<file path="config.mk">
export PLATFORM = sky130hd
export DESIGN_NAME = cpu_load_moving_average
export DESIGN_NICKNAME = d
export VERILOG_FILES = /design/src/rtl/cpu_lma_pkg.sv /design/src/rtl/cpu_lma_ram.sv /design/src/rtl/cpu_lma_ctrl.sv /design/src/rtl/cpu_lma_dp.sv /design/src/rtl/cpu_load_moving_average.sv
export SDC_FILE = /design/constraint.sdc
export NUM_CORES = 2
export LEC_CHECK = 0
export BUFFER_PORTS_ARGS = -buffer_cell sky130_fd_sc_hd__buf_2
export CAP_MARGIN = 20
export CORE_ASPECT_RATIO = 2
export CORE_MARGIN = 2
export CORE_UTILIZATION = 35
export DETAILED_ROUTE_END_ITERATION = 6
export PLACE_DENSITY = 0.59
export SLEW_MARGIN = 20
export SYNTH_ARGS = -nofsm -noshare
export SYNTH_HDL_FRONTEND = slang
export SYNTH_SLANG_ARGS = --single-unit
</file>
<file path="constraint.sdc">
create_clock -name clk_i -period 5.2 [get_ports clk_i]
set_clock_uncertainty 0.15 [all_clocks]
set_input_delay 0.52 -clock clk_i [delete_from_list [all_inputs] [get_ports clk_i]]
set_output_delay 0.52 -clock clk_i [all_outputs]
set_load 0.02 [all_outputs]
</file>
<file path="src/rtl/cpu_lma_pkg.sv">
// cpu_lma_pkg: widths, constants and controller/datapath interface types
// for the processor-load moving average. No dependencies.
package cpu_lma_pkg;

  localparam int TICK_W       = 32;
  localparam int SUM_W        = 64;
  localparam int PERCENT_W    = 7;
  localparam int QUO_MSB      = 6;   // quotient below 128 needs seven steps
  localparam int REM_W        = SUM_W + PERCENT_W;
  localparam int DEFAULT_WINDOW_DEPTH = 8;

  localparam logic [PERCENT_W-1:0] PERCENT_MAX = 7'd100;

  // controller -> datapath
  typedef struct packed {
    logic accum;       // add the transferred counters into the running sums
    logic take_delta;  // form deltas, roll sums into previous, clear sums
    logic scale;       // pick a special-case entry or set up the divide
    logic div_step;    // one restoring divide step
    logic ring_write;  // store entry, update ring sum and pointers
    logic mean;        // multiply ring sum by the reciprocal of the depth
    logic load_out;    // move the mean into the output register
  } dp_cmd_t;

  // datapath -> controller
  typedef struct packed {
    logic skip_div;    // entry decided without dividing
    logic div_last;    // current divide step is the final one
    logic out_free;    // output register can take a new result
  } dp_status_t;

endpackage

</file>
<file path="src/rtl/cpu_lma_ram.sv">
// cpu_lma_ram: generic single-write, single-read RAM with registered read.
// No dependencies.
module cpu_lma_ram #(
  parameter int WIDTH = 8,
  parameter int DEPTH = 8
) (
  input  logic                                   clk_i,
  input  logic                                   we_i,
  input  logic [(DEPTH > 1 ? $clog2(DEPTH) : 1)-1:0] waddr_i,
  input  logic [WIDTH-1:0]                       wdata_i,
  input  logic [(DEPTH > 1 ? $clog2(DEPTH) : 1)-1:0] raddr_i,
  output logic [WIDTH-1:0]                       rdata_o
);

  logic [WIDTH-1:0] mem_q [DEPTH];

  always_ff @(posedge clk_i) begin
    if (we_i) begin
      mem_q[waddr_i] <= wdata_i;
    end
    rdata_o <= mem_q[raddr_i];
  end

endmodule

</file>
<file path="src/rtl/cpu_lma_ctrl.sv">
// cpu_lma_ctrl: sequencing state machine for one sample close-out.
// Depends on cpu_lma_pkg.
module cpu_lma_ctrl (
  input  logic                    clk_i,
  input  logic                    rst_ni,
  input  logic                    in_valid_i,
  input  logic                    in_last_i,
  output logic                    in_ready_o,
  output cpu_lma_pkg::dp_cmd_t    cmd_o,
  input  cpu_lma_pkg::dp_status_t status_i
);
  import cpu_lma_pkg::*;

  typedef enum logic [2:0] {
    ST_IDLE,
    ST_DELTA,
    ST_SCALE,
    ST_DIV,
    ST_WRITE,
    ST_MEAN,
    ST_LOAD
  } state_e;

  state_e state_q, state_d;
  logic   accept;

  assign in_ready_o = (state_q == ST_IDLE);
  assign accept     = in_valid_i && in_ready_o;

  always_comb begin
    cmd_o            = '0;
    cmd_o.accum      = accept;
    cmd_o.take_delta = (state_q == ST_DELTA);
    cmd_o.scale      = (state_q == ST_SCALE);
    cmd_o.div_step   = (state_q == ST_DIV);
    cmd_o.ring_write = (state_q == ST_WRITE);
    cmd_o.mean       = (state_q == ST_MEAN);
    cmd_o.load_out   = (state_q == ST_LOAD) && status_i.out_free;
  end

  always_comb begin
    state_d = state_q;
    case (state_q)
      ST_IDLE:  if (accept && in_last_i) state_d = ST_DELTA;
      ST_DELTA: state_d = ST_SCALE;
      ST_SCALE: state_d = status_i.skip_div ? ST_WRITE : ST_DIV;
      ST_DIV:   if (status_i.div_last) state_d = ST_WRITE;
      ST_WRITE: state_d = ST_MEAN;
      ST_MEAN:  state_d = ST_LOAD;
      ST_LOAD:  if (status_i.out_free) state_d = ST_IDLE;
      default:  state_d = ST_IDLE;
    endcase
  end

  always_ff @(posedge clk_i or negedge rst_ni) begin
    if (!rst_ni) begin
      state_q <= ST_IDLE;
    end else begin
      state_q <= state_d;
    end
  end

endmodule

</file>
<file path="src/rtl/cpu_lma_dp.sv">
// cpu_lma_dp: sums, deltas, serial percent divide, ring of entries and
// mean, plus the output register. Depends on cpu_lma_pkg and cpu_lma_ram.
module cpu_lma_dp #(
  parameter int WINDOW_DEPTH = cpu_lma_pkg::DEFAULT_WINDOW_DEPTH
) (
  input  logic                                   clk_i,
  input  logic                                   rst_ni,
  input  cpu_lma_pkg::dp_cmd_t                   cmd_i,
  output cpu_lma_pkg::dp_status_t                status_o,
  input  logic [4*cpu_lma_pkg::TICK_W-1:0]       in_data_i,
  output logic                                   out_valid_o,
  input  logic                                   out_ready_i,
  output logic [cpu_lma_pkg::PERCENT_W-1:0]      out_percent_o,
  output logic                                   out_full_o
);
  import cpu_lma_pkg::*;

  localparam int IDX_W    = (WINDOW_DEPTH > 1) ? $clog2(WINDOW_DEPTH) : 1;
  localparam int WARM_W   = $clog2(WINDOW_DEPTH + 1);
  localparam int RSUM_W   = $clog2(100 * WINDOW_DEPTH + 1);
  // floor(x / depth) as (x * RECIP) >> SHIFT, exact for x < 2**RSUM_W
  localparam int SHIFT    = RSUM_W + $clog2(WINDOW_DEPTH) + 1;
  localparam int RECIP_W  = SHIFT + 1;
  localparam int PROD_W   = RSUM_W + RECIP_W;
  localparam logic [RECIP_W-1:0] RECIP =
    RECIP_W'(((1 << SHIFT) + WINDOW_DEPTH - 1) / WINDOW_DEPTH);

  logic [SUM_W-1:0]     load_sum_q, total_sum_q, prev_load_q, prev_total_q;
  logic [SUM_W-1:0]     dload_q, dtotal_q;
  logic [REM_W-1:0]     rem_q, div_trial;
  logic [2:0]           step_q;
  logic [PERCENT_W-1:0] entry_q, old_entry, ram_rdata;
  logic [IDX_W-1:0]     idx_q;
  logic [WARM_W-1:0]    warm_q;
  logic [RSUM_W-1:0]    ring_sum_q;
  logic [PROD_W-1:0]    prod_q;
  logic                 full_now;
  logic                 div_fits;
  logic [TICK_W:0]      load_item;
  logic [TICK_W+1:0]    total_item;

  assign load_item  = {1'b0, in_data_i[0 +: TICK_W]} + {1'b0, in_data_i[TICK_W +: TICK_W]};
  assign total_item = {1'b0, load_item}
                    + {2'b0, in_data_i[2*TICK_W +: TICK_W]}
                    + {2'b0, in_data_i[3*TICK_W +: TICK_W]};

  assign full_now = (warm_q == WARM_W'(WINDOW_DEPTH));
  // a slot not yet written since reset reads as zero here, since the RAM has no reset
  assign old_entry = full_now ? ram_rdata : '0;

  assign div_trial = rem_q - ({{PERCENT_W{1'b0}}, dtotal_q} << step_q);
  assign div_fits  = (rem_q >= ({{PERCENT_W{1'b0}}, dtotal_q} << step_q));

  assign status_o.skip_div = (dtotal_q == '0) || (dload_q >= dtotal_q);
  assign status_o.div_last = (step_q == 3'd0);
  assign status_o.out_free = !out_valid_o || out_ready_i;

  cpu_lma_ram #(
    .WIDTH (PERCENT_W),
    .DEPTH (WINDOW_DEPTH)
  ) u_ring (
    .clk_i   (clk_i),
    .we_i    (cmd_i.ring_write),
    .waddr_i (idx_q),
    .wdata_i (entry_q),
    .raddr_i (idx_q),
    .rdata_o (ram_rdata)
  );

  // control-side state: sums, pointers, fill count, output valid
  always_ff @(posedge clk_i or negedge rst_ni) begin
    if (!rst_ni) begin
      load_sum_q   <= '0;
      total_sum_q  <= '0;
      prev_load_q  <= '0;
      prev_total_q <= '0;
      idx_q        <= '0;
      warm_q       <= '0;
      ring_sum_q   <= '0;
      out_valid_o  <= 1'b0;
    end else begin
      if (cmd_i.accum) begin
        load_sum_q  <= load_sum_q + SUM_W'(load_item);
        total_sum_q <= total_sum_q + SUM_W'(total_item);
      end else if (cmd_i.take_delta) begin
        prev_load_q  <= load_sum_q;
        prev_total_q <= total_sum_q;
        load_sum_q   <= '0;
        total_sum_q  <= '0;
      end
      if (cmd_i.ring_write) begin
        ring_sum_q <= ring_sum_q + RSUM_W'(entry_q) - RSUM_W'(old_entry);
        idx_q      <= (idx_q == IDX_W'(WINDOW_DEPTH - 1)) ? '0 : idx_q + 1'b1;
        if (!full_now) warm_q <= warm_q + 1'b1;
      end
      if (cmd_i.load_out) begin
        out_valid_o <= 1'b1;
      end else if (out_ready_i) begin
        out_valid_o <= 1'b0;
      end
    end
  end

  // payload registers
  always_ff @(posedge clk_i) begin
    if (cmd_i.take_delta) begin
      dload_q  <= load_sum_q - prev_load_q;
      dtotal_q <= total_sum_q - prev_total_q;
    end
    if (cmd_i.scale) begin
      if (dtotal_q == '0) begin
        entry_q <= (dload_q < SUM_W'(PERCENT_MAX)) ? dload_q[PERCENT_W-1:0] : PERCENT_MAX;
      end else if (dload_q >= dtotal_q) begin
        entry_q <= PERCENT_MAX;
      end else begin
        entry_q <= '0;
      end
      // 100 * dload = 64 + 32 + 4 times dload
      rem_q  <= ({{PERCENT_W{1'b0}}, dload_q} << 6)
              + ({{PERCENT_W{1'b0}}, dload_q} << 5)
              + ({{PERCENT_W{1'b0}}, dload_q} << 2);
      step_q <= 3'(QUO_MSB);
    end
    if (cmd_i.div_step) begin
      if (div_fits) begin
        rem_q           <= div_trial;
        entry_q[step_q] <= 1'b1;
      end
      step_q <= step_q - 1'b1;
    end
    if (cmd_i.mean) begin
      prod_q <= PROD_W'(ring_sum_q) * PROD_W'(RECIP);
    end
    if (cmd_i.load_out) begin
      out_percent_o <= full_now ? prod_q[SHIFT +: PERCENT_W] : '0;
      out_full_o    <= full_now;
    end
  end

endmodule

</file>
<file path="src/rtl/cpu_load_moving_average.sv">
// cpu_load_moving_average: top level of the smoothed processor-load block.
// Depends on cpu_lma_pkg, cpu_lma_ctrl, cpu_lma_dp and cpu_lma_ram.
//
// Usage: each slave-side transfer carries the cumulative tick counters of
// one processor; tlast marks the last processor of a sample. Per sample the
// block forms load (user + system) and total ticks, takes the deltas to the
// previous sample, computes the percent entry and pushes it into a ring of
// WINDOW_DEPTH entries. Each sample gives one master-side transfer: the
// truncated ring mean in tdata and, in tuser, a flag that the ring is full
// (the mean reads zero until WINDOW_DEPTH samples have been taken).
// Sequencing: a transfer without tlast leaves the slave side ready. After a
// transfer with tlast, tready stays low while the controller steps through
// delta, scale, the seven-step restoring divider for 100*dload/dtotal (skipped
// when the entry is decided without it), ring write, mean and load. The
// result becomes valid in the same cycle that the slave side reopens.
// The output register lets the next sample accumulate while a result waits;
// a stalled receiver only holds the next closing transfer in its last step.
// Reset clears the sums, previous sums, ring pointer, fill count, ring sum and output valid.
module cpu_load_moving_average #(
  parameter int WINDOW_DEPTH = cpu_lma_pkg::DEFAULT_WINDOW_DEPTH
) (
  input  logic                              clk_i,
  input  logic                              rst_ni,
  input  logic                              s_axis_tvalid,
  output logic                              s_axis_tready,
  // user_ticks, system_ticks, idle_ticks, nice_ticks from bit 0 up:
  // user_ticks [31:0], system_ticks [63:32], idle_ticks [95:64],
  // nice_ticks [127:96]
  input  logic [4*cpu_lma_pkg::TICK_W-1:0]  s_axis_tdata,
  input  logic                              s_axis_tlast,   // last_cpu
  output logic                              m_axis_tvalid,
  input  logic                              m_axis_tready,
  // load_percent [6:0], bit 7 zero
  output logic [7:0]                        m_axis_tdata,
  // window_full [0]
  output logic [0:0]                        m_axis_tuser
);
  import cpu_lma_pkg::*;

  dp_cmd_t              cmd;
  dp_status_t           status;
  logic [PERCENT_W-1:0] percent;
  logic                 full;

  cpu_lma_ctrl u_ctrl (
    .clk_i      (clk_i),
    .rst_ni     (rst_ni),
    .in_valid_i (s_axis_tvalid),
    .in_last_i  (s_axis_tlast),
    .in_ready_o (s_axis_tready),
    .cmd_o      (cmd),
    .status_i   (status)
  );

  cpu_lma_dp #(
    .WINDOW_DEPTH (WINDOW_DEPTH)
  ) u_dp (
    .clk_i         (clk_i),
    .rst_ni        (rst_ni),
    .cmd_i         (cmd),
    .status_o      (status),
    .in_data_i     (s_axis_tdata),
    .out_valid_o   (m_axis_tvalid),
    .out_ready_i   (m_axis_tready),
    .out_percent_o (percent),
    .out_full_o    (full)
  );

  assign m_axis_tdata = {1'b0, percent};
  assign m_axis_tuser = full;

endmodule

</file>
Yosys cells after proc, flatten, opt, wreduce, memory -nomap -nowiden. Memory sizes are Yosys's and may differ from the RTL's. A register that Yosys moved wholly into a read port is not among the register bits. Cells that the tools add are included.

$lt $le $gt $ge: 5. Eq/ne operators: 11. Multiplexer cells: 27. Shift-type cells: 1. Reduce and logical (&&, ||, !) cells: 16. Add/sub/neg operators: 15. Bitwise operators: 3.

Operators with widths (number): $mux 71 (3); $mux 64 (3); $sub 64x64->64 (2); $add 70x69->71 (1); $add 71x66->71 (1); $ge 71x71->1 (1); $shl 64x3->71 (1); $sub 71x71->71 (1); $add 64x33->64 (1); $add 64x34->64 (1); $ge 64x64->1 (1); $logic_not 64->1 (1); $lt 64x7->1 const B (1); $mux 7 (7); $add 33x32->34 (1); $add 34x32->34 (1); $add 32x32->33 (1); $mux 3 (7); $pmux 3 s7 (1); $eq 3x3->1 const B (4); $add 10x7->10 (1); $sub 10x7->10 (1); $or 7x7->7 (1); $eq 3x2->1 const B (2); other kinds (19) (33).

Register bits: 504. Memories kept: 1. Bits in writable memories: 56. Word-level logic and storage cells: 96. Output and inout bits: 11. Input bits: 133.

Memory list: u_dp.u_ring.mem_q (depth 8, bits a word 7, rd ports 1, clocked after memory_dff 1, wr ports 1, RTL line cpu_lma_ram.sv:15) `logic [WIDTH-1:0] mem_q [DEPTH];`.

Logic depth before layout (Yosys ltp).
Depth after elaboration: 7. Depth in mapped cells: 31. Gate-level depth less buffers: 29.

Hierarchy. A second synthesis with hierarchy kept.

Cells, all modules: 5418. Area total of the unflattened synthesis: 48901.9 sq um.

By module, submodules not included: cpu_lma_dp (area an instance 46281.9 sq um, instances 1, cells each 5288, seq. area each 12802.3 sq um); cpu_lma_ram (area an instance 2366.0 sq um, instances 1, cells each 101, seq. area each 1821.7 sq um); cpu_lma_ctrl (area an instance 242.7 sq um, instances 1, cells each 27, seq. area each 75.1 sq um); cpu_load_moving_average (area an instance 11.3 sq um, instances 1, cells each 2, seq. area each 0.0 sq um).

Worst setup path after synthesis. No wires, ideal clock.

Path type: input-to-reg. From: input port s_axis_tdata[0] (netlist name). To: register u_dp.total_sum_q[54]. Data required time: 4.955 ns. Slack: -1.376 ns. Cell stages on the path: 30. Arrival time: 6.330 ns. Buffers on the path: 2. Setup time: 0.095 ns. Cell sequence: ha_1 > inv_1 > fa_1 > nand2b_1 > a21oi_1 > o211ai_1 > a31oi_1 > o21ai_0 > a21boi_0 > o21a_1 > o21ai_0 > nand2b_1 > a21oi_1 > xor2_1 > fa_1 > fa_1 > inv_1 > ha_1 > clkbuf_1 > a21o_1 > a221oi_1 > o21ai_0 > a21o_1 > a21o_1 > a221oi_1 > a21oi_1 > o211ai_1 > buf_2 > o211ai_1 > o31ai_1.

Cells in the longest elaborated chain, start to end: 5.

RTL lines: start, declared (RTL line cpu_load_moving_average.sv:29) `input logic [4*cpu_lma_pkg::TICK_W-1:0] s_axis_tdata,`; $add 32x32->33 (RTL line cpu_lma_dp.sv:42) `assign load_item = {1'b0, in_data_i[0 +: TICK_W]} + {1'b0, in_data_i[TICK_W +: TICK_W]};`; $add 33x32->34 (RTL line cpu_lma_dp.sv:44) `+ {2'b0, in_data_i[2*TICK_W +: TICK_W]}`; $add 34x32->34 (RTL line cpu_lma_dp.sv:45) `+ {2'b0, in_data_i[3*TICK_W +: TICK_W]};`; $add 64x34->64 (RTL line cpu_lma_dp.sv:84) `total_sum_q <= total_sum_q + SUM_W'(total_item);`; $mux 64 (RTL line cpu_lma_dp.sv:82) `if (cmd_i.accum) begin`; end signal, assigned (RTL line cpu_lma_dp.sv:84); end, declared (RTL line cpu_lma_dp.sv:28) `logic [SUM_W-1:0] load_sum_q, total_sum_q, prev_load_q, prev_total_q;`.

No other way between the ends. A chain may end at the register's enable or synchronous reset.

Worst setup path in the final report.
From: input port s_axis_tdata[32] (netlist name). To: register u_dp.total_sum_q[53].

The elaborated chain is that of the path after synthesis.

==> qor.csv <==
metric,value,unit
outcome,"complete, but fails checks",
failing checks,negative setup slack,
worst setup path class,in2reg,
Final #Nets,6911,
Final Setup Violations,58,
syn nets,6321,
startpoint class of the critical path,primary input,
# DRC,0,
worst min path class,in2reg,
Wirelength per Cell,19.14,µm
"Hold Vio Cnt, Final",0,
Slew HR,18.66,%
die span in x,269.4,µm
initial core utilization,35.26,%
io pins,144,
CP most frequent cell,buf_6,
Max Slew Vio Count,0,
worst path arrival time,6.19,ns
CTS tree,done,
DR vias/cell,5.328,
Yosys cell types,91,
WL final,154.3,mm
Worst Max-Slew Pin Slew,1.210,ns
"commonest non-fill, non-tap cell in the layout",buf_4,
antenna-violating nets left,0,
via count,42960,
Synth Cell Area,49300,µm²
final instance area,59740,µm²
Synth Register Bits,564,
Core ar.,139800,µm²
Area Growth Syn to Fin,21.17,%
GRT overflow,0,
PortBufs,142,
H-tree levels,2,
setup TNS,-20.05,ns
Syn Area/Cell,8.860,µm²
Fill cells,13910,
Sequential cell area,14700,µm²
chip height,534.8,µm
clock root cell,clkbuf_16,
total CTS buffers,53,
most frequent cells in the layout,"buf_4, inv_1, nand2_1",
placed cell area,56480,µm²
Clock transition at path regs,0.07,ns
Post-synth EDFFs,202,
share of layout cells above drive strength 1,18.31,%
Period minus WS final,5.811,ns
Syn Inst Count,5565,
CP Max Fanout,13,
Most used DFF post-synth,dfrtp_1,
maximum clock path buffer count,3,
largest net degree at the start of global routing,143,
Critical-path top delay cell,fa_2,
first-pass GRT wire length,240.9,mm
setup ws final,-0.6109,ns
sequential element share of the synthesized area,29.81,%
1st-iter DRT viols,2016,
drt pass-1 iters,7,
Tcrit/Tclk final,111.7,%
Num Clock Sinks,564,
r2r setup slk,0.16,ns
GRT Total Usage,21.05,%
Skew-Pair Late Insertion Delay,0.66,ns
synth warn,0,
Achievable Freq,0.1721,GHz
Max stage delay on crit path,0.58,ns
WP data required,5.58,ns
MaxCap Viol Count,0,
Post-DP HPWL,125.9,mm
final core occ,42.73,%
Multi-input gate area,32980,µm²
vias in the first global route,44970,
Critical Path Sink Type,flop,
share of synthesized registers carrying an async set or reset,49.11,%
RePlAce Congestion,0.9515,
RSZ-0062 raised after global routing,true,
Place WS,-1.556,ns
die area,144100,µm²
antenna violations before repair,1,
row count,194,
state kept, by name, indices dropped and copies added, names as in the netlist, 10 cells and up:
register and flops:
u_dp.dload_q 64, u_dp.dtotal_q 64, u_dp.load_sum_q 64, u_dp.prev_load_q 64, u_dp.prev_total_q 64, u_dp.rem_q 71, u_dp.ring_sum_q 10, u_dp.total_sum_q 64
u_dp.u_ring.mem_q 56
critical path, delay by kind of cell:
kind                     cells  cell delay, ns
adder cells (fa/ha/maj)      5            1.58
AO/OA/AOI/OAI               12            2.18
AND/OR/NAND/NOR              5            0.86
buffers and inverters        8            0.92
XOR/XNOR                     1            0.15
stage by stage:
step                cells  hold slack [ns]
CTS                  8043          0.04721
global placement     7916           0.3069
detailed placement   7916           0.3197
floorplan            5565          0.07441
finish               8063          0.06116
global route         8063          0.08091
logic make-up (layout without fill, tap and decap cells):
kind of cell             count (synthesis)  count (layout)  synth area share [%]
flip-flops                             564             564                 29.81
other                                    1               2              0.007606
adder cells (fa/ha/maj)                624             624                 17.89
AO/OA/AOI/OAI                         1595            1595                 20.70
XOR/XNOR                               334             334                 5.933
multiplexers                           193             193                 5.585
buffers and inverters                  775            1410                 5.941
AND/OR/NAND/NOR                       1479            1479                 14.13
synth_stat cells (all sizes together) (9+ instances only):
library cell    n  area, µm²
nor3           70      350.3
a41oi          14      122.6
mux2i         121       1211
or3            14      87.58
a211o          13      113.9
mux4           65       1464
a221oi         17      172.7
nor2          253      949.7
nand2         551       2068
nor4           34      212.7
nor3b          11      87.58
o211a          14      140.1
and2           57      356.6
xnor2         202       1769
a211oi         44      335.3
o31ai          39      297.8
a21o          277       2079
or2            17      106.4
a221o           9      91.34
o211ai         42      320.3
a21boi         17      127.6
xor2          132       1156
a31oi          52      325.3
a21oi         395       1984
a2111oi        12      106.4
dfrtp         277       6932
dfxtp          85       1702
fa            135       2703
o21a           52      390.4
clkbuf        178      668.1
inv           559       2098
o21ai         427       2141
ha            488       6106
nor2b          53      331.6
and3           68      425.4
nand3         193      965.9
edfxtp        202       6066
buf            37      158.9
nand2b         56      350.3
o21bai         69      518.0
nand4          85      531.8
o311ai         10      105.1
a31o           11      96.34
per-layer routing:
| metal | vias to the layer above | global-route usage [%] | part of all wire [%] |
|---|---|---|---|
| met2 | 905 | 42.08 | 55 |
| met1 | 20610 | 19.27 | 34 |
| met4 | 2 | 16.63 | 9.2 |
| met3 | 449 | 1.578 | 2.3 |
| li1 | 21000 | - | - |
| met5 | - | 0.1999 | 0.023 |
final cells by class:
| class | count | share of cell area [%] |
|---|---|---|
| clock buffers | 62 | 2.329 |
| multi-input cells | 4226 | 55.20 |
| clock inverters | 38 | 0.8105 |
| diodes | 1 | 0.004189 |
| inverters | 560 | 3.537 |
| well taps | 1862 | 3.900 |
| repair buffers | 750 | 9.615 |
| flip-flops and latches | 564 | 24.60 |
worst paths after layout:
kind,cells after the start,start,to
max in group asynchronous,3,rst_ni,u_dp.prev_total_q[52]$_DFFE_PN0P_
worst min-delay path,3,m_axis_tready,u_dp.out_valid_o$_DFFE_PN0P_
min in group asynchronous,2,rst_ni,u_dp.prev_total_q[1]$_DFFE_PN0P_
worst min register to register,1,u_dp.warm_q[3]$_DFFE_PN0P_,u_dp.warm_q[3]$_DFFE_PN0P_
worst max-delay path,31,s_axis_tdata[32],u_dp.total_sum_q[53]$_DFFE_PN0P_
worst max register to register,18,u_dp.step_q[0]$_SDFFCE_PP0P_,u_dp.rem_q[63]$_DFF_P_
repair_timing:
item | 4_1_cts | 5_1_grt
endpoints found under the hold margin | 98 | 0
pin swaps | 75 | 54
resized for setup | 104 | 118
setup buffers | 27 | 20
hold buffers | 1 | 0
setup endpoints to repair | 113 | 137
cloned | 2 | 0
Power is not shown: default switching activity piles up to over one toggle a cycle in this logic, so the estimate is an artifact.
